===== config.mk =====
export PLATFORM = sky130hd
export DESIGN_NAME = length_prefixed_frame_deframer
export DESIGN_NICKNAME = d
export VERILOG_FILES = /design/src/rtl/core/lpfd_pkg.sv /design/src/rtl/core/lpfd_front.sv /design/src/rtl/core/lpfd_queue.sv /design/src/rtl/core/lpfd_back.sv /design/src/rtl/core/length_prefixed_frame_deframer.sv
export VERILOG_INCLUDE_DIRS = /design/src /design/src/rtl/core
export SDC_FILE = /design/constraint.sdc
export NUM_CORES = 1
export LEC_CHECK = 0
export ABC_AREA = 0
export BUFFER_PORTS_ARGS = -buffer_cell sky130_fd_sc_hd__buf_2
export CAP_MARGIN = 20
export CORE_AREA = 5 5 133 135
export DETAILED_ROUTE_END_ITERATION = 7
export DIE_AREA = 0 0 138 140
export HOLD_SLACK_MARGIN = 0.1
export PLACE_DENSITY = 0.67
export SLEW_MARGIN = 20
export SYNTH_ARGS = -nofsm -noshare
export SYNTH_HDL_FRONTEND = slang
export SYNTH_HIERARCHICAL = 1
export SYNTH_SLANG_ARGS = --single-unit

===== constraint.sdc =====
create_clock -name clock -period 5.5 [get_ports clock]
set_input_delay 0.275 -clock clock [delete_from_list [all_inputs] [get_ports clock]]
set_output_delay 0.275 -clock clock [all_outputs]
set_load 0.1 [all_outputs]

===== src/rtl/core/length_prefixed_frame_deframer_defines.svh =====
// ----------------------------------------------------------------------------
// Assertion macros for the length-prefixed frame deframer
// Concurrent checks in simulation; they collapse to nothing in synthesis.
// ----------------------------------------------------------------------------
`ifndef LENGTH_PREFIXED_FRAME_DEFRAMER_DEFINES_SVH
`define LENGTH_PREFIXED_FRAME_DEFRAMER_DEFINES_SVH
`ifndef SYNTHESIS
// Checked at every rising edge of clk, masked while rst is high.
`define LPFD_ASSERT(label, clk, rst, prop, msg) \
   label: assert property (@(posedge clk) disable iff (rst) (prop)) else $error(msg);
// Checked at every rising edge of clk, reset included.
`define LPFD_ASSERT_ALWAYS(label, clk, prop, msg) \
   label: assert property (@(posedge clk) (prop)) else $error(msg);
`else
`define LPFD_ASSERT(label, clk, rst, prop, msg)
`define LPFD_ASSERT_ALWAYS(label, clk, prop, msg)
`endif
`endif


===== src/rtl/core/lpfd_pkg.sv =====
// ----------------------------------------------------------------------------
// Package for the length-prefixed frame deframer
// Shared widths, codes, reset values and the record passed front to back.
// ----------------------------------------------------------------------------
package lpfd_pkg;

   localparam int DATA_W   = 8;
   localparam int OFFSET_W = 9;
   localparam int LEN_W    = 16;
   localparam int FRAME_W  = 17;
   localparam int STATUS_W = 2;

   localparam int BUFFER_BYTES_DEF = 512;
   localparam int HEADER_BYTES_DEF = 18;
   localparam int CRC_BYTES_DEF    = 2;
   localparam int QUEUE_DEPTH_DEF  = 4;

   localparam logic [DATA_W-1:0] START_BYTE_RST  = 8'd170;
   localparam logic [LEN_W-1:0]  MAX_PAYLOAD_RST = 16'd256;

   // Configuration register indexes.
   localparam logic CSR_START_BYTE  = 1'b0;
   localparam logic CSR_MAX_PAYLOAD = 1'b1;

   typedef enum logic [1:0] {
      PH_HUNT   = 2'd0,
      PH_HEADER = 2'd1,
      PH_BODY   = 2'd2
   } phase_type;

   typedef enum logic [STATUS_W-1:0] {
      ST_OK       = 2'd0,
      ST_TOO_LONG = 2'd1,
      ST_OVERFLOW = 2'd2
   } status_type;

   // Classification of one result, decided by the front end.
   typedef enum logic [1:0] {
      K_PASS     = 2'd0,
      K_END      = 2'd1,
      K_TOO_LONG = 2'd2,
      K_OVERFLOW = 2'd3
   } kind_type;

   typedef struct packed {
      logic [DATA_W-1:0]   data;
      logic [OFFSET_W-1:0] offset;
      kind_type            kind;
   } rec_type;

   typedef struct packed {
      logic full;
      logic empty;
   } queue_flags_type;

endpackage


===== src/rtl/core/lpfd_front.sv =====
// ----------------------------------------------------------------------------
// Deframer front end
// Hunts for the start byte, tracks header and body, classifies every frame byte.
// ----------------------------------------------------------------------------
`include "length_prefixed_frame_deframer_defines.svh"

module lpfd_front
   import lpfd_pkg::*;
#(
   parameter int BUFFER_BYTES = BUFFER_BYTES_DEF,
   parameter int HEADER_BYTES = HEADER_BYTES_DEF,
   parameter int CRC_BYTES    = CRC_BYTES_DEF
) (
   input  logic              clock,
   input  logic              reset,
   input  logic              accept,
   input  logic              command,
   input  logic [DATA_W-1:0] in_byte,
   input  logic              csr_we,
   input  logic              csr_index,
   input  logic [LEN_W-1:0]  csr_data,
   output logic              res_valid,
   output rec_type           res
);

   localparam int CNT_W = $clog2(BUFFER_BYTES + 1);

   phase_type           phase_ff, phase_in;
   logic [CNT_W-1:0]    byte_count_ff, byte_count_in;
   logic [FRAME_W-1:0]  frame_total_ff, frame_total_in;
   logic [DATA_W-1:0]   length_low_ff, length_low_in;
   logic [DATA_W-1:0]   start_byte_ff;
   logic [LEN_W-1:0]    max_payload_ff;

   logic [FRAME_W-1:0]  pos_w;
   logic [FRAME_W-1:0]  next_w;
   logic [LEN_W-1:0]    length;
   logic [FRAME_W-1:0]  total;
   logic                is_start;
   logic                pos_over;
   logic                hdr_low;
   logic                hdr_last;
   logic                too_long;
   logic                too_big;
   logic                empty_end;
   logic                body_end;

   // All position compares are made at frame width so that header constants
   // never get folded into a narrow counter.
   assign pos_w     = FRAME_W'(byte_count_ff);
   assign next_w    = pos_w + FRAME_W'(1);
   assign length    = {in_byte, length_low_ff};
   assign total     = FRAME_W'(HEADER_BYTES) + FRAME_W'(length) + FRAME_W'(CRC_BYTES);
   assign is_start  = (in_byte == start_byte_ff);
   assign pos_over  = (pos_w >= FRAME_W'(BUFFER_BYTES));
   assign hdr_low   = (pos_w == FRAME_W'(HEADER_BYTES - 2));
   assign hdr_last  = (next_w == FRAME_W'(HEADER_BYTES));
   assign too_long  = (length > max_payload_ff);
   assign too_big   = (total > FRAME_W'(BUFFER_BYTES));
   assign empty_end = (total == next_w);
   assign body_end  = (frame_total_ff == next_w);

   // Next phase.
   always_comb begin
      phase_in = phase_ff;
      if (accept) begin
         if (command) begin
            phase_in = PH_HUNT;
         end else begin
            unique case (phase_ff)
               PH_HEADER: begin
                  if (pos_over) begin
                     phase_in = PH_HUNT;
                  end else if (hdr_last) begin
                     phase_in = (too_long || too_big || empty_end) ? PH_HUNT : PH_BODY;
                  end
               end
               PH_BODY: begin
                  if (pos_over || body_end) begin
                     phase_in = PH_HUNT;
                  end
               end
               default: begin
                  if (is_start) begin
                     phase_in = PH_HEADER;
                  end
               end
            endcase
         end
      end
   end

   // Counters, length capture and the result record.
   always_comb begin
      byte_count_in  = byte_count_ff;
      frame_total_in = frame_total_ff;
      length_low_in  = length_low_ff;
      res_valid      = 1'b0;
      res.data       = in_byte;
      res.offset     = OFFSET_W'(byte_count_ff);
      res.kind       = K_PASS;
      if (accept) begin
         if (command) begin
            byte_count_in  = '0;
            frame_total_in = '0;
            length_low_in  = '0;
         end else if (phase_ff == PH_HEADER || phase_ff == PH_BODY) begin
            res_valid     = 1'b1;
            byte_count_in = byte_count_ff + CNT_W'(1);
            if (pos_over) begin
               res.kind = K_OVERFLOW;
            end else if (phase_ff == PH_BODY) begin
               if (body_end) begin
                  res.kind = K_END;
               end
            end else begin
               if (hdr_low) begin
                  length_low_in = in_byte;
               end
               if (hdr_last) begin
                  frame_total_in = total;
                  if (too_long) begin
                     res.kind = K_TOO_LONG;
                  end else if (too_big) begin
                     res.kind = K_OVERFLOW;
                  end else if (empty_end) begin
                     res.kind = K_END;
                  end
               end
            end
            // Any final byte, good or aborted, sends the parser back to hunting.
            if (res.kind != K_PASS) begin
               byte_count_in  = '0;
               frame_total_in = '0;
               length_low_in  = '0;
            end
         end else if (is_start) begin
            res_valid      = 1'b1;
            res.offset     = '0;
            byte_count_in  = CNT_W'(1);
            frame_total_in = '0;
         end
      end
   end

   always_ff @(posedge clock) begin
      if (reset) begin
         phase_ff       <= PH_HUNT;
         byte_count_ff  <= '0;
         frame_total_ff <= '0;
         length_low_ff  <= '0;
      end else begin
         phase_ff       <= phase_in;
         byte_count_ff  <= byte_count_in;
         frame_total_ff <= frame_total_in;
         length_low_ff  <= length_low_in;
      end
   end

   always_ff @(posedge clock) begin
      if (reset) begin
         start_byte_ff  <= START_BYTE_RST;
         max_payload_ff <= MAX_PAYLOAD_RST;
      end else if (csr_we) begin
         unique case (csr_index)
            CSR_START_BYTE:  start_byte_ff  <= csr_data[DATA_W-1:0];
            CSR_MAX_PAYLOAD: max_payload_ff <= csr_data;
            default:         start_byte_ff  <= start_byte_ff;
         endcase
      end
   end

   `LPFD_ASSERT(a_cmd_hunts, clock, reset, (accept && command) |=> (phase_ff == PH_HUNT), "reset command did not return to hunting")
   `LPFD_ASSERT(a_final_hunts, clock, reset, (res_valid && res.kind != K_PASS) |=> (phase_ff == PH_HUNT && byte_count_ff == '0), "final byte did not restart the hunt")
   `LPFD_ASSERT(a_hdr_count, clock, reset, (phase_ff == PH_HEADER) |-> (pos_w < FRAME_W'(HEADER_BYTES) && byte_count_ff != '0), "header count out of range")

endmodule


===== src/rtl/core/lpfd_queue.sv =====
// ----------------------------------------------------------------------------
// Deframer result queue
// Small first-in first-out buffer between front end and output stage.
// ----------------------------------------------------------------------------
`include "length_prefixed_frame_deframer_defines.svh"

module lpfd_queue
   import lpfd_pkg::*;
#(
   parameter int QUEUE_DEPTH = QUEUE_DEPTH_DEF
) (
   input  logic            clock,
   input  logic            reset,
   input  logic            push,
   input  rec_type         push_rec,
   input  logic            pop,
   output rec_type         head_rec,
   output queue_flags_type flags
);

   localparam int PTR_W   = (QUEUE_DEPTH > 1) ? $clog2(QUEUE_DEPTH) : 1;
   localparam int COUNT_W = $clog2(QUEUE_DEPTH + 1);

   rec_type            mem [QUEUE_DEPTH];
   logic [PTR_W-1:0]   wr_ptr_ff, wr_ptr_in;
   logic [PTR_W-1:0]   rd_ptr_ff, rd_ptr_in;
   logic [COUNT_W-1:0] count_ff, count_in;
   logic               do_push;
   logic               do_pop;

   assign flags.full  = (count_ff == COUNT_W'(QUEUE_DEPTH));
   assign flags.empty = (count_ff == '0);
   assign do_push     = push && !flags.full;
   assign do_pop      = pop && !flags.empty;
   assign head_rec    = mem[rd_ptr_ff];

   always_comb begin
      wr_ptr_in = wr_ptr_ff;
      rd_ptr_in = rd_ptr_ff;
      count_in  = count_ff;
      if (do_push) begin
         wr_ptr_in = (wr_ptr_ff == PTR_W'(QUEUE_DEPTH - 1)) ? '0 : wr_ptr_ff + PTR_W'(1);
      end
      if (do_pop) begin
         rd_ptr_in = (rd_ptr_ff == PTR_W'(QUEUE_DEPTH - 1)) ? '0 : rd_ptr_ff + PTR_W'(1);
      end
      if (do_push && !do_pop) begin
         count_in = count_ff + COUNT_W'(1);
      end else if (do_pop && !do_push) begin
         count_in = count_ff - COUNT_W'(1);
      end
   end

   always_ff @(posedge clock) begin
      if (reset) begin
         wr_ptr_ff <= '0;
         rd_ptr_ff <= '0;
         count_ff  <= '0;
      end else begin
         wr_ptr_ff <= wr_ptr_in;
         rd_ptr_ff <= rd_ptr_in;
         count_ff  <= count_in;
      end
   end

   always_ff @(posedge clock) begin
      if (do_push) begin
         mem[wr_ptr_ff] <= push_rec;
      end
   end

   `LPFD_ASSERT(a_count_bound, clock, reset, count_ff <= COUNT_W'(QUEUE_DEPTH), "queue count above depth")
   `LPFD_ASSERT(a_push_lands, clock, reset, (do_push && !do_pop) |=> !flags.empty, "pushed item missing from queue")
   `LPFD_ASSERT(a_pop_frees, clock, reset, (do_pop && !do_push) |=> !flags.full, "popped item left queue full")

endmodule


===== src/rtl/core/lpfd_back.sv =====
// ----------------------------------------------------------------------------
// Deframer output stage
// Drains the queue into the result register and decodes flag and status.
// ----------------------------------------------------------------------------
module lpfd_back
   import lpfd_pkg::*;
(
   input  logic                clock,
   input  logic                reset,
   input  rec_type             head_rec,
   input  queue_flags_type     flags,
   output logic                take,
   input  logic                rsp_pop,
   output logic                rsp_empty,
   output logic [DATA_W-1:0]   rsp_data_byte,
   output logic [OFFSET_W-1:0] rsp_byte_offset,
   output logic                rsp_frame_last,
   output logic [STATUS_W-1:0] rsp_status
);

   logic                valid_ff, valid_in;
   logic [DATA_W-1:0]   data_ff;
   logic [OFFSET_W-1:0] offset_ff;
   logic                last_ff, last_in;
   status_type          status_ff, status_in;

   assign take     = !flags.empty && (!valid_ff || rsp_pop);
   assign valid_in = take || (valid_ff && !rsp_pop);

   always_comb begin
      unique case (head_rec.kind)
         K_PASS:     begin last_in = 1'b0; status_in = ST_OK;       end
         K_END:      begin last_in = 1'b1; status_in = ST_OK;       end
         K_TOO_LONG: begin last_in = 1'b1; status_in = ST_TOO_LONG; end
         K_OVERFLOW: begin last_in = 1'b1; status_in = ST_OVERFLOW; end
         default:    begin last_in = 1'b0; status_in = ST_OK;       end
      endcase
   end

   always_ff @(posedge clock) begin
      if (reset) begin
         valid_ff <= 1'b0;
      end else begin
         valid_ff <= valid_in;
      end
   end

   always_ff @(posedge clock) begin
      if (take) begin
         data_ff   <= head_rec.data;
         offset_ff <= head_rec.offset;
         last_ff   <= last_in;
         status_ff <= status_in;
      end
   end

   assign rsp_empty       = !valid_ff;
   assign rsp_data_byte   = data_ff;
   assign rsp_byte_offset = offset_ff;
   assign rsp_frame_last  = last_ff;
   assign rsp_status      = status_ff;

endmodule


===== src/rtl/core/length_prefixed_frame_deframer.sv =====
// ----------------------------------------------------------------------------
// Length-prefixed frame deframer
// Finds frames by start byte and header length, passes out each frame byte.
// ----------------------------------------------------------------------------
//
// Channel   Direction  Handshake               Payload
// req_      in         push / full             command, in_byte
// rsp_      out        empty / pop             data_byte, byte_offset, frame_last, status
// csr_      in         we (no wait)            index, data
//
// One input item is taken every cycle while the result queue is not full; the
// front end decides an item's fate in the cycle it is accepted, so the per-byte
// counter and compare set the rate. A result goes to the rsp_ ports through
// the result queue and then the output register: the edge that accepts its
// item writes it into the queue, and a later one loads the output register.
// Reset is synchronous and active high; it restores the start byte and maximum
// payload registers and returns the parser to hunting. No clearing pass runs.
// req_full rises only with QUEUE_DEPTH results queued behind a stalled output;
// the output register lets the queue drain at one per cycle while rsp_pop is high.
//
// Items that cause no result (reset commands, bytes dropped while hunting)
// leave the queue untouched, so ordering is that of the accepted items.
// ----------------------------------------------------------------------------
module length_prefixed_frame_deframer
   import lpfd_pkg::*;
#(
   parameter int BUFFER_BYTES = BUFFER_BYTES_DEF,
   parameter int HEADER_BYTES = HEADER_BYTES_DEF,
   parameter int CRC_BYTES    = CRC_BYTES_DEF,
   parameter int QUEUE_DEPTH  = QUEUE_DEPTH_DEF
) (
   input  logic                clock,
   input  logic                reset,
   // Input items.
   input  logic                req_push,
   output logic                req_full,
   input  logic                req_command,
   input  logic [DATA_W-1:0]   req_in_byte,
   // Result items.
   output logic                rsp_empty,
   input  logic                rsp_pop,
   output logic [DATA_W-1:0]   rsp_data_byte,
   output logic [OFFSET_W-1:0] rsp_byte_offset,
   output logic                rsp_frame_last,
   output logic [STATUS_W-1:0] rsp_status,
   // Configuration writes.
   input  logic                csr_we,
   input  logic                csr_index,
   input  logic [LEN_W-1:0]    csr_data
);

   logic            accept;
   logic            res_valid;
   rec_type         res;
   rec_type         head_rec;
   queue_flags_type flags;
   logic            take;

   // An item is accepted whenever the queue has room; every accepted item
   // yields at most one result, so room for one is all that is needed.
   assign req_full = flags.full;
   assign accept   = req_push && !flags.full;

   // Front end: hunting, header and body tracking, and classification.
   lpfd_front #(
      .BUFFER_BYTES (BUFFER_BYTES),
      .HEADER_BYTES (HEADER_BYTES),
      .CRC_BYTES    (CRC_BYTES)
   ) u_front (
      .clock     (clock),
      .reset     (reset),
      .accept    (accept),
      .command   (req_command),
      .in_byte   (req_in_byte),
      .csr_we    (csr_we),
      .csr_index (csr_index),
      .csr_data  (csr_data),
      .res_valid (res_valid),
      .res       (res)
   );

   // The queue lets the front end run on while the consumer stalls.
   lpfd_queue #(
      .QUEUE_DEPTH (QUEUE_DEPTH)
   ) u_queue (
      .clock    (clock),
      .reset    (reset),
      .push     (res_valid),
      .push_rec (res),
      .pop      (take),
      .head_rec (head_rec),
      .flags    (flags)
   );

   // Back end: output register and status decode.
   lpfd_back u_back (
      .clock           (clock),
      .reset           (reset),
      .head_rec        (head_rec),
      .flags           (flags),
      .take            (take),
      .rsp_pop         (rsp_pop),
      .rsp_empty       (rsp_empty),
      .rsp_data_byte   (rsp_data_byte),
      .rsp_byte_offset (rsp_byte_offset),
      .rsp_frame_last  (rsp_frame_last),
      .rsp_status      (rsp_status)
   );

endmodule


==> flow_summary_export.csv, run 1 <==
group,metric,value,unit
worst_hold_path,min_to,"u_back/valid_ff",
routing,detail_route.wl_per_cell,18.4,µm
clocking,cts_buffers,17,
routing,final_antenna_net_count,0,
clocking,cts.path.max_buffers,2,
place,io_buffers,52,
sta,rsz0062_at_grt,"no",
synth,synth-edff-count,96,
status,status,"finished, final reports clean",
synth,async_flop_share,0,%
critical_path,r2r_cells,15,
clocking,h-tree-depth,4,
worst_hold_path,hold_path_class,"primary input to flip-flop",
sta,finalCriticalPeriod,4.44,ns
clocking,cts_root_buffer,"clkbuf_16",
die,rows,47,
routing,detail_route.iter0.violations,468,
job,maxCapViolCount,0,
cells_and_area,drive_gt1_share,17.2,%
critical_path,crit_family,"simple AND/OR/NAND/NOR gates",
power,p_leak,3.28,nW
sta,timing.final.crit_share,80.7,%
die,core_area,16300,µm²
clocking,cts.clk_slew.worst_paths,0.06,ns
sta,skew,0.0157,ns
critical_path,crit_type,"flip-flop to flip-flop",
global_routing,grt_pass1_vias,5378,
cells_and_area,multiInputGateArea,3330,µm²
synth,synth_nets,721,
global_routing,grt_first_pass_wirelength,28.3,mm
sta,slew_headroom,31.6,%
critical_path,cp.required,5.85,ns
sta,final.setup.worst_slack,1.06,ns
synth,netlist_instances,660,
critical_path,crit_fanout,8,
critical_path,startpoint_type,"flip-flop",
die,die_x,138,µm
synth,yosysWarnings,6,
critical_path,worstPathArrival,4.79,ns
power,power_density,310,nW/µm²
power,irDropWorstVdd,0.000225,V
global_routing,grtUsageTotal,18.3,%
die,design.die.area,19300,µm²
synth,syn_area_per_cell,12.1,µm²
die,die_y,140,µm
critical_path,path_common_cell,"inv_1",
cells_and_area,synthToLayoutAreaGrowth,13.7,%
die,pin_count,53,
global_routing,antenna_found_initial,0,
global_routing,grt_overflow,0,
sta,setup_viol,0,
cells_and_area,diodes,0,
synth,seq_area_frac_synth,53.9,%
critical_path,slowest_stage,"o21ai_0",
critical_path,crit_chain,"or3b_1, clkinv_4, nor2b_4, nand3_1, nor4_1, inv_1, o21ai_0, bufinv_8, nor2_2, ha_1, inv_1, fa_1, xor2_1, or3_1, a21oi_1",
critical_path,r2r_slack,1.06,ns
routing,vias_per_cell,5.73,
critical_path,cp_num_buf_inv,4,
clocking,post_cts_buffers,0,
cells_and_area,fillers,1388,
critical_path,critPathMaxStageDelay,0.70,ns
synth,synth_cell_types,78,
cells_and_area,regArea,4300,µm²
cells_and_area,final_nets,775,
die,start_util,48.8,%
clocking,cts.sinks,167,
sta,max_freq,225,MHz
place,gp_congestion,0.902,
worst_hold_path,hp-start,"rsp_pop",
synth,ys_ff_latch,167,
sta,whs,0.121,ns
critical_path,end_kind,"flip-flop",
routing,num_vias,5423,
synth,syn-cell-area,7990,µm²
place,dp_slack,1.22,ns
worst_hold_path,whs_path_depth,3,
routing,drtPass1Iterations,5,
routing,routed_wirelength,17.5,mm
sta,max_slew.worst_pin.slew,1.03,ns
critical_path,reg2reg_to,"u_queue/count_ff[2]",
place,place_hpwl,12.0,mm
sta,slew_violations,0,
power,power,2.81,mW
synth,yosys_most_used_dff,"edfxtp_1",
sta,fin_tns_setup,0,ns
routing,drc,0,
sta,hold_violations,0,
critical_path,r2r-start,"u_queue/count_ff[0]",
clocking,insertion_delay,0.43,ns
clocking,tritoncts,"built",
global_routing,grt_max_degree,52,
## where the power goes
part	switching, mW	internal, mW	leakage [nW]
registers	0.0127	1.35	1.44
clock network	0.499	0.686	0.282
logic	0.199	0.0697	1.56
total	0.711	2.10	3.28
## logic make-up after synthesis
group | after synthesis | share of synthesized area, %
buffers and inverters | 68 | 4.37
muxes | 28 | 6.50
DFF | 167 | 53.9
adders and majority gates | 30 | 4.79
AOI/OAI and AO/OA | 123 | 11.3
and+or+nand+nor | 202 | 14.0
xor gates and xnor gates | 42 | 5.12
## how the worst max path moves through the flow
stage	start	endpoint	slack, ns	cells past startpoint
floorplan	u_queue/count_ff[0]	u_queue/count_ff[2]	2.03	16
global placement	u_queue/count_ff[0]	u_queue/count_ff[2]	1.40	15
finish	u_queue/count_ff[0]	u_queue/count_ff[2]	1.06	15
CTS	u_queue/count_ff[0]	u_queue/count_ff[2]	1.17	15
detailed placement	u_queue/count_ff[0]	u_queue/count_ff[2]	1.22	15
global route	u_queue/count_ff[0]	u_queue/count_ff[2]	0.84	15
## what timing repair did
action,in CTS,in global routing
hold endpoints to repair,21,0
hold buffers,16,0
resized for setup,0,0
## cell type report
class	count	area share, %
flip-flops and latches	167	47.4
multi-input cells	425	36.7
clock buffers	19	4.88
repair buffers	70	4.80
well taps	220	3.03
clock inverters	13	1.63
inverters	33	1.57
## metrics by stage
stage          utilization [%]  cell area (µm²)  cells
6_report                  55.5             9080    947
3_3_place_gp              50.9             8330    899
3_5_place_dp              50.9             8330    899
4_1_cts                   55.5             9080    947
5_1_grt                   55.5             9080    947
2_1_floorplan                -             7990    660
## worst reg2reg max path: cells and delay by family (launching register included)
kind                     cells  cell delay, ns
AO/OA/AOI/OAI                2            0.84
XOR/XNOR                     1            0.17
adder cells (fa/ha/maj)      2            0.60
buffers and inverters        4            0.64
flip-flops                   1            0.46
AND/OR/NAND/NOR              6            1.66
## cells in the mapped netlist (5+ instances only)
| library cell | instances | area, µm² |
|---|---|---|
| a21oi_1 | 37 | 185 |
| a22o_1 | 15 | 131 |
| xor2_1 | 18 | 158 |
| nor2_1 | 31 | 116 |
| buf_2 | 5 | 25.0 |
| or3_1 | 9 | 56.3 |
| a31oi_1 | 5 | 31.3 |
| buf_4 | 12 | 90.1 |
| ha_1 | 29 | 363 |
| o311ai_0 | 5 | 43.8 |
| o2bb2ai_1 | 8 | 70.1 |
| and2_1 | 12 | 75.1 |
| nand4_1 | 9 | 56.3 |
| dfxtp_1 | 71 | 1420 |
| nor4_1 | 8 | 50.1 |
| nor3_1 | 13 | 65.1 |
| nand2_1 | 49 | 184 |
| nor2b_1 | 18 | 113 |
| edfxtp_1 | 96 | 2880 |
| and3_1 | 12 | 75.1 |
| mux4_2 | 19 | 428 |
| nand3_1 | 13 | 65.1 |
| xnor2_1 | 21 | 184 |
| inv_1 | 31 | 116 |
| clkbuf_1 | 13 | 48.8 |
| mux2i_1 | 8 | 80.1 |
| o21ai_0 | 12 | 60.1 |
## routing by layer
metal  vias to the layer above  wire, µm  part of all wire, %  GRT usage, %
met5                         -         0                    0             0
met4                         0       344                  2.0          7.02
met3                        29       902                  5.2          3.78
met2                       182      8440                   48          29.7
met1                      2654      7770                   44          24.3
li1                       2558         -                    -             -
## placed cells by master (no fill, tap or decap), drive strengths merged, types with 9 or more instances in the layout
cell	instances
xnor2	21
xor2	18
nand2	49
nor2b	20
and2	12
nor2	32
or3	9
a21oi	39
o21ai	14
ha	29
mux4	19
dfxtp	71
clkbuf	19
a22o	15
and3	12
edfxtp	96
nand3	15
inv	34
dlygate4sd3	16
nor4	9
buf	54
nand4	9
nor3	13
## state kept, by name, summed over array words and instances, names as in the netlist, named ones only
name	cells
u_queue/mem	76
u_front/frame_total_ff	17
u_front/max_payload_ff	16
u_front/byte_count_ff	10
u_back/rsp_byte_offset	9
u_back/rsp_data_byte	8
u_front/length_low_ff	8
u_front/start_byte_ff	8
u_queue/count_ff	3
u_back/rsp_status	2
u_front/phase_ff	2
u_queue/rd_ptr_ff	2
u_queue/wr_ptr_ff	2
u_back/rsp_frame_last	1
u_back/valid_ff	1
No activity file was read; power rests on OpenSTA's default activity.
==> inputs of run 2 (changes only) <==
--- a/config.mk
+++ b/config.mk
@@ -13,7 +13,7 @@
 export DETAILED_ROUTE_END_ITERATION = 7
 export DIE_AREA = 0 0 138 140
 export HOLD_SLACK_MARGIN = 0.1
-export PLACE_DENSITY = 0.67
+export PLACE_DENSITY = 0.69
 export SLEW_MARGIN = 20
 export SYNTH_ARGS = -nofsm -noshare
 export SYNTH_HDL_FRONTEND = slang
==> constraint.sdc (replaced) <==
create_clock -name clock -period 4 [get_ports clock]
set_input_delay 0.2 -clock clock [delete_from_list [all_inputs] [get_ports clock]]
set_output_delay 0.2 -clock clock [all_outputs]
set_load 0.1 [all_outputs]
==> run 2 against run 1 <==
Sequential share of layout area decreased by 0.23 points. Total power increased by 35%. Largest cell class unchanged. Cell count increased by 0.95%. Highest routed layer unchanged. Critical path depth unchanged. Worst hold slack improved by 0.045 ns. Clock power increased by 31%. Non-clock buffer count increased by 9. Die area unchanged. Flip-flop and latch count unchanged. Global-route usage increased by 0.52 points. Combinational power increased by 39%. Critical endpoint unchanged. Fmax increased by 19%.
==> flow_summary_export.csv, run 2 (synthesized netlist as in run 1, its figures left out) <==
group,metric,value,unit
critical_path,critPathMaxStageDelay,0.45,ns
critical_path,slowest_stage,"dfxtp_1",
place,dp_slack,0.101,ns
routing,routed_wirelength,17.8,mm
clocking,cts_root_buffer,"clkbuf_16",
routing,drc,0,
cells_and_area,final_nets,784,
cells_and_area,final_common_cell,"edfxtp_1",
cells_and_area,layout_common_cells,"edfxtp_1 (96), dfxtp_1 (71), buf_2 (52)",
cells_and_area,largestRegisters,"u_queue/mem: 76 flops, u_front/frame_total_ff: 17 flops, u_front/max_payload_ff: 16 flops",
critical_path,worstPathArrival,4.07,ns
sta,finalCriticalPeriod,3.73,ns
cells_and_area,regArea,4300,µm²
sta,slew_headroom,34.3,%
routing,final_antenna_net_count,0,
global_routing,antenna_found_initial,0,
power,power_density,416,nW/µm²
sta,timing.final.crit_share,93.2,%
critical_path,crit_type,"flip-flop to flip-flop",
die,design.die.area,19300,µm²
place,io_buffers,52,
global_routing,grtUsageTotal,18.8,%
clocking,insertion_delay,0.42,ns
power,p_leak,3.31,nW
routing,drtPass1Iterations,5,
critical_path,crit_family,"simple AND/OR/NAND/NOR gates",
cells_and_area,diodes,0,
routing,detail_route.iter0.violations,451,
clocking,cts.sinks,167,
sta,fin_tns_setup,0,ns
critical_path,crit_fanout,7,
routing,vias_per_cell,5.75,
die,die_x,138,µm
power,clock_power_share,40.9,%
cells_and_area,fillers,1398,
sta,setup_viol,0,
cells_and_area,top_register,"u_queue/mem",
die,die_y,140,µm
clocking,cts.clk_slew.worst_paths,0.06,ns
sta,max_slew.worst_pin.slew,0.986,ns
job,maxCapViolCount,0,
clocking,cts.path.max_buffers,2,
global_routing,grt_first_pass_wirelength,29.0,mm
routing,num_vias,5499,
routing,detail_route.wl_per_cell,18.6,µm
global_routing,grt_max_degree,52,
cells_and_area,final_util,55.8,%
sta,hold_violations,0,
power,pwr-share-comb,9.8,%
place,gp_congestion,1.01,
place,place_hpwl,12.3,mm
power,p_seq_share,49.3,%
critical_path,path_common_cell,"inv_1",
sta,final.setup.worst_slack,0.273,ns
power,irDropWorstVdd,0.000287,V
sta,rsz0062_at_grt,"no",
power,power.internal,2.87,mW
critical_path,cp_num_buf_inv,4,
clocking,tritoncts,"built",
sta,skew,0.0107,ns
cells_and_area,drive_gt1_share,17.8,%
critical_path,cp.required,4.34,ns
cells_and_area,multiInputGateArea,3340,µm²
cells_and_area,synthToLayoutAreaGrowth,14.3,%
critical_path,crit_chain,"or3b_1, clkinv_4, nor2b_4, nand3_1, nor4_2, inv_1, o21ai_0, bufinv_8, nor2_2, ha_1, inv_1, fa_1, xor2_1, or3_1, a21oi_1",
worst_hold_path,hold_path_class,"primary input to flip-flop",
die,pin_count,53,
die,rows,47,
critical_path,startpoint_type,"flip-flop",
critical_path,end_kind,"flip-flop",
power,p_sw_share,24.4,%
cells_and_area,largest_reg_flops,76,
status,status,"finished, final reports clean",
sta,max_freq,268,MHz
die,core_area,16300,µm²
power,power_switching,0.927,mW
global_routing,grt_overflow,0,
clocking,h-tree-depth,4,
global_routing,grt_pass1_vias,5592,
die,start_util,48.8,%
clocking,cts_buffers,17,
sta,slew_violations,0,
==> run 2: cell types whose count changed in the layout (fill, tap and decap cells not counted), sizes merged <==
cell         delta
buf             +8
clkbuf          +4
clkinvlp        -3
inv             -2
clkinv          +1
dlygate4sd3     +1
==> run 2: final cells by class <==
class | instances | area share (%)
timing repair buffer | 79 | 5.54
inverter | 33 | 1.56
clock inverter | 9 | 1.17
tap | 220 | 3.02
clock buffer | 23 | 4.91
sequential | 167 | 47.2
multi-input combinational | 425 | 36.6
==> run 2: worst paths after layout <==
check / endpoint / slack [ns] / cells after the start / startpoint
max reg2reg: u_queue/count_ff[2] / 0.27 / 15 / u_queue/count_ff[0]
max: u_queue/count_ff[2] / 0.27 / 15 / u_queue/count_ff[0]
min reg2reg: u_front/frame_total_ff[12] / 0.45 / 1 / u_front/frame_total_ff[12]
min: u_queue/mem[1][12] / 0.17 / 1 / req_in_byte[1]
==> run 2: timing repair <==
| action | CTS | global route |
|---|---|---|
| resized for setup | 0 | 3 |
| setup buffers | 0 | 0 |
| hold buffers | 17 | 0 |
| endpoints found under the setup margin | 0 | 6 |
| endpoints found under the hold margin | 25 | 0 |
==> run 2: metal layers <==
metal | share of wire (%) | wire, µm | global-route usage, % | vias up
met4 | 1.4 | 257 | 6.24 | 0
met1 | 44 | 7730 | 23.7 | 2691
met5 | 0 | 0 | 0 | -
met3 | 5.7 | 1010 | 5.32 | 25
li1 | - | - | - | 2582
met2 | 49 | 8760 | 31.4 | 201
==> run 2: stage by stage <==
stage / instances / hold WS (ns) / power, mW / cell area, µm²
finish: 956 / 0.166 / 3.79 / 9130
global route: 956 / 0.154 / 3.94 / 9130
CTS: 956 / 0.144 / 3.83 / 9110
detailed placement: 907 / 0.423 / 2.26 / 8390
global placement: 907 / 0.415 / 2.25 / 8390
floorplan: 660 / 0.262 / 2.18 / 7990
==> run 2: power groups by stage <==
| stage | sequential, mW | combinational (mW) | clock, mW |
|---|---|---|---|
| final | 1.87 | 0.373 | 1.55 |
| after global routing | 1.87 | 0.398 | 1.67 |
| after CTS | 1.87 | 0.372 | 1.59 |
| after detailed placement | 1.91 | 0.358 | 0 |
| after global placement | 1.91 | 0.348 | 0 |
| after floorplan | 2.03 | 0.154 | 0 |
==> run 2: worst register-to-register path, delay by kind of cell, from the launching register on <==
kind / cells / cell delay (ns)
flops: 1 / 0.45
xor+xnor: 1 / 0.16
compound gates: 2 / 0.42
fa+ha+maj: 2 / 0.58
buf+inv: 4 / 0.54
simple gates: 6 / 1.51
==> inputs of run 3 (changes only) <==
--- a/config.mk
+++ b/config.mk
@@ -10,10 +10,11 @@
 export BUFFER_PORTS_ARGS = -buffer_cell sky130_fd_sc_hd__buf_2
 export CAP_MARGIN = 20
 export CORE_AREA = 5 5 133 135
+export CTS_BUF_LIST = sky130_fd_sc_hd__clkbuf_4 sky130_fd_sc_hd__clkbuf_8
 export DETAILED_ROUTE_END_ITERATION = 7
 export DIE_AREA = 0 0 138 140
 export HOLD_SLACK_MARGIN = 0.1
-export PLACE_DENSITY = 0.69
+export PLACE_DENSITY = 0.71
 export SLEW_MARGIN = 20
 export SYNTH_ARGS = -nofsm -noshare
 export SYNTH_HDL_FRONTEND = slang
==> constraint.sdc (replaced) <==
create_clock -name clock -period 4 [get_ports clock]
set_input_delay 0.2 -clock clock [delete_from_list [all_inputs] [get_ports clock]]
set_output_delay 0.2 -clock clock [all_outputs]
set_load 0.02 [all_outputs]
==> run 3 against run 2 <==
Cell count is 0.63% higher. Count of clock-buffer cells in the layout is 5 lower. Flip-flop and latch count stayed put. Critical path type unchanged. Via count is 0.58% higher.
==> flow_summary_export.csv, run 3 (synthesized netlist as in run 1, its figures left out) <==
group,metric,value,unit
sta,slew_violations,0,
cells_and_area,final_nets,790,
worst_hold_path,hp-start,"req_in_byte[2]",
worst_hold_path,whs_path_depth,1,
cells_and_area,drive_gt1_share,18.7,%
global_routing,grt_overflow,0,
critical_path,end_kind,"flip-flop",
worst_hold_path,min_to,"u_queue/mem[1][13]",
global_routing,antenna_found_initial,0,
routing,drc,0,
sta,hold_violations,0,
critical_path,r2r_slack,0.33,ns
global_routing,grt_first_pass_wirelength,28.8,mm
cells_and_area,synthToLayoutAreaGrowth,13.1,%
routing,vias_per_cell,5.75,
sta,fin_tns_setup,0,ns
place,dp.cells,911,
sta,max_freq,272,MHz
cells_and_area,diodes,0,
sta,finalCriticalPeriod,3.67,ns
clocking,cts_buffers,17,
clocking,cts.sinks,167,
global_routing,use_met1,24.4,%
global_routing,grt_max_degree,52,
clocking,insertion_delay,0.46,ns
clocking,cts.path.max_buffers,2,
global_routing,grtUsageMet2,30.0,%
die,pin_count,53,
global_routing,grt_pass1_vias,5511,
critical_path,crit_path_start,"u_front/byte_count_ff[1]",
die,start_util,48.8,%
place,gp_congestion,0.982,
routing,routed_wirelength,17.9,mm
place,place_hpwl,12.4,mm
critical_path,r2r-start,"u_front/byte_count_ff[1]",
clocking,h-tree-depth,4,
routing,final_antenna_net_count,0,
job,maxCapViolCount,0,
global_routing,gr-usage-met3,4.06,%
die,design.die.area,19300,µm²
critical_path,r2r_cells,10,
routing,num_vias,5531,
status,status,"finished, final reports clean",
die,die_y,140,µm
die,core_area,16300,µm²
power,power,3.40,mW
sta,setup_viol,0,
critical_path,worstPathArrival,4.03,ns
power,irDropWorstVdd,0.000226,V
die,rows,47,
routing,detail_route.wl_per_cell,18.6,µm
critical_path,startpoint_type,"flip-flop",
sta,rsz0062_at_grt,"no",
routing,drtPass1Iterations,6,
cells_and_area,largestRegisters,"u_queue/mem: 76 flops, u_front/frame_total_ff: 17 flops, u_front/max_payload_ff: 16 flops",
worst_hold_path,hold_path_class,"primary input to flip-flop",
power,power_density,376,nW/µm²
sta,slew_headroom,32.6,%
cells_and_area,layout_common_cells,"edfxtp_1 (96), dfxtp_1 (70), buf_2 (52)",
cells_and_area,largest_reg_flops,76,
critical_path,reg2reg_to,"u_front/frame_total_ff[3]",
cells_and_area,fillers,1395,
cells_and_area,final_util,55.3,%
critical_path,cp.required,4.36,ns
clocking,cts_root_buffer,"clkbuf_8",
sta,max_slew.worst_pin.slew,1.01,ns
sta,timing.final.crit_share,91.9,%
clocking,cts.clk_slew.worst_paths,0.09,ns
critical_path,crit_type,"flip-flop to flip-flop",
sta,whs,0.131,ns
clocking,tritoncts,"built",
cells_and_area,final_common_cell,"edfxtp_1",
routing,detail_route.iter0.violations,504,
sta,skew,0.0151,ns
global_routing,grtUsageTotal,18.6,%
place,io_buffers,52,
global_routing,busiest_layer,"met2",
power,p_leak,3.27,nW
cells_and_area,fin_cells,962,
critical_path,crit_fanout,13,
die,die_x,138,µm
cells_and_area,top_register,"u_queue/mem",
-- run 3: changes by cell type in the layout (fill, tap and decap cells not counted), moves of 3 or more --
cell,delta
clkbuf_16,-17
buf_4,+4
clkinv_2,-3
clkbuf_8,+17
clkbuf_1,-6
-- run 3: through the flow --
stage	setup WS, ns	area [µm²]
after detailed placement	0.168	8420
after floorplan	0.701	7990
final	0.325	9030
after global routing	0.0414	9030
after CTS	0.146	9020
after global placement	0.258	8420
-- run 3: cell type report --
class | instances | area, µm² | area share [%]
Sequential cell | 167 | 4310 | 47.7
Multi-Input combinational cell | 425 | 3340 | 37.0
Timing Repair Buffer | 85 | 556 | 6.15
Tap cell | 220 | 275 | 3.05
Clock buffer | 18 | 241 | 2.67
Clock inverter | 14 | 173 | 1.91
Inverter | 33 | 143 | 1.58
-- run 3: how the worst max path moves through the flow --
stage	cells past startpoint	slack [ns]	endpoint
after detailed placement	15	0.17	u_queue/count_ff[2]
after floorplan	16	0.70	u_queue/count_ff[2]
after global placement	15	0.26	u_queue/count_ff[2]
after CTS	15	0.15	u_queue/count_ff[2]
final	10	0.33	u_front/frame_total_ff[3]
after global routing	15	0.04	u_queue/count_ff[2]
-- run 3: power breakdown --
part / total [mW] / switching, mW / leakage (nW) / internal, mW
combinational: 0.262 / 0.163 / 1.63 / 0.0987
clock: 1.27 / 0.638 / 0.206 / 0.631
sequential: 1.87 / 0.0191 / 1.44 / 1.85
total: 3.40 / 0.821 / 3.27 / 2.58
-- run 3: timing repair --
item	in CTS	in global routing
hold endpoints to repair	31	0
setup buffers	0	0
hold buffers	19	0
resized for setup	0	3
setup endpoints to repair	0	23
-- run 3: routing by layer --
layer,routed length [µm],up-vias
met1,7720,2696
li1,-,2583
met5,0,-
met4,403,0
met3,1130,48
met2,8610,204
-- run 3: worst max-delay path: stages (launching register included) --
cell and delay (ns):
dfxtp_1 0.48, ha_2 0.38, nand3_4 0.15, or3_1 0.43, or3_1 0.38, a2111oi_2 0.35, nand4_1 0.21, a31oi_1 0.29
nand2b_2 0.41, and3b_1 0.28, a22o_1 0.19
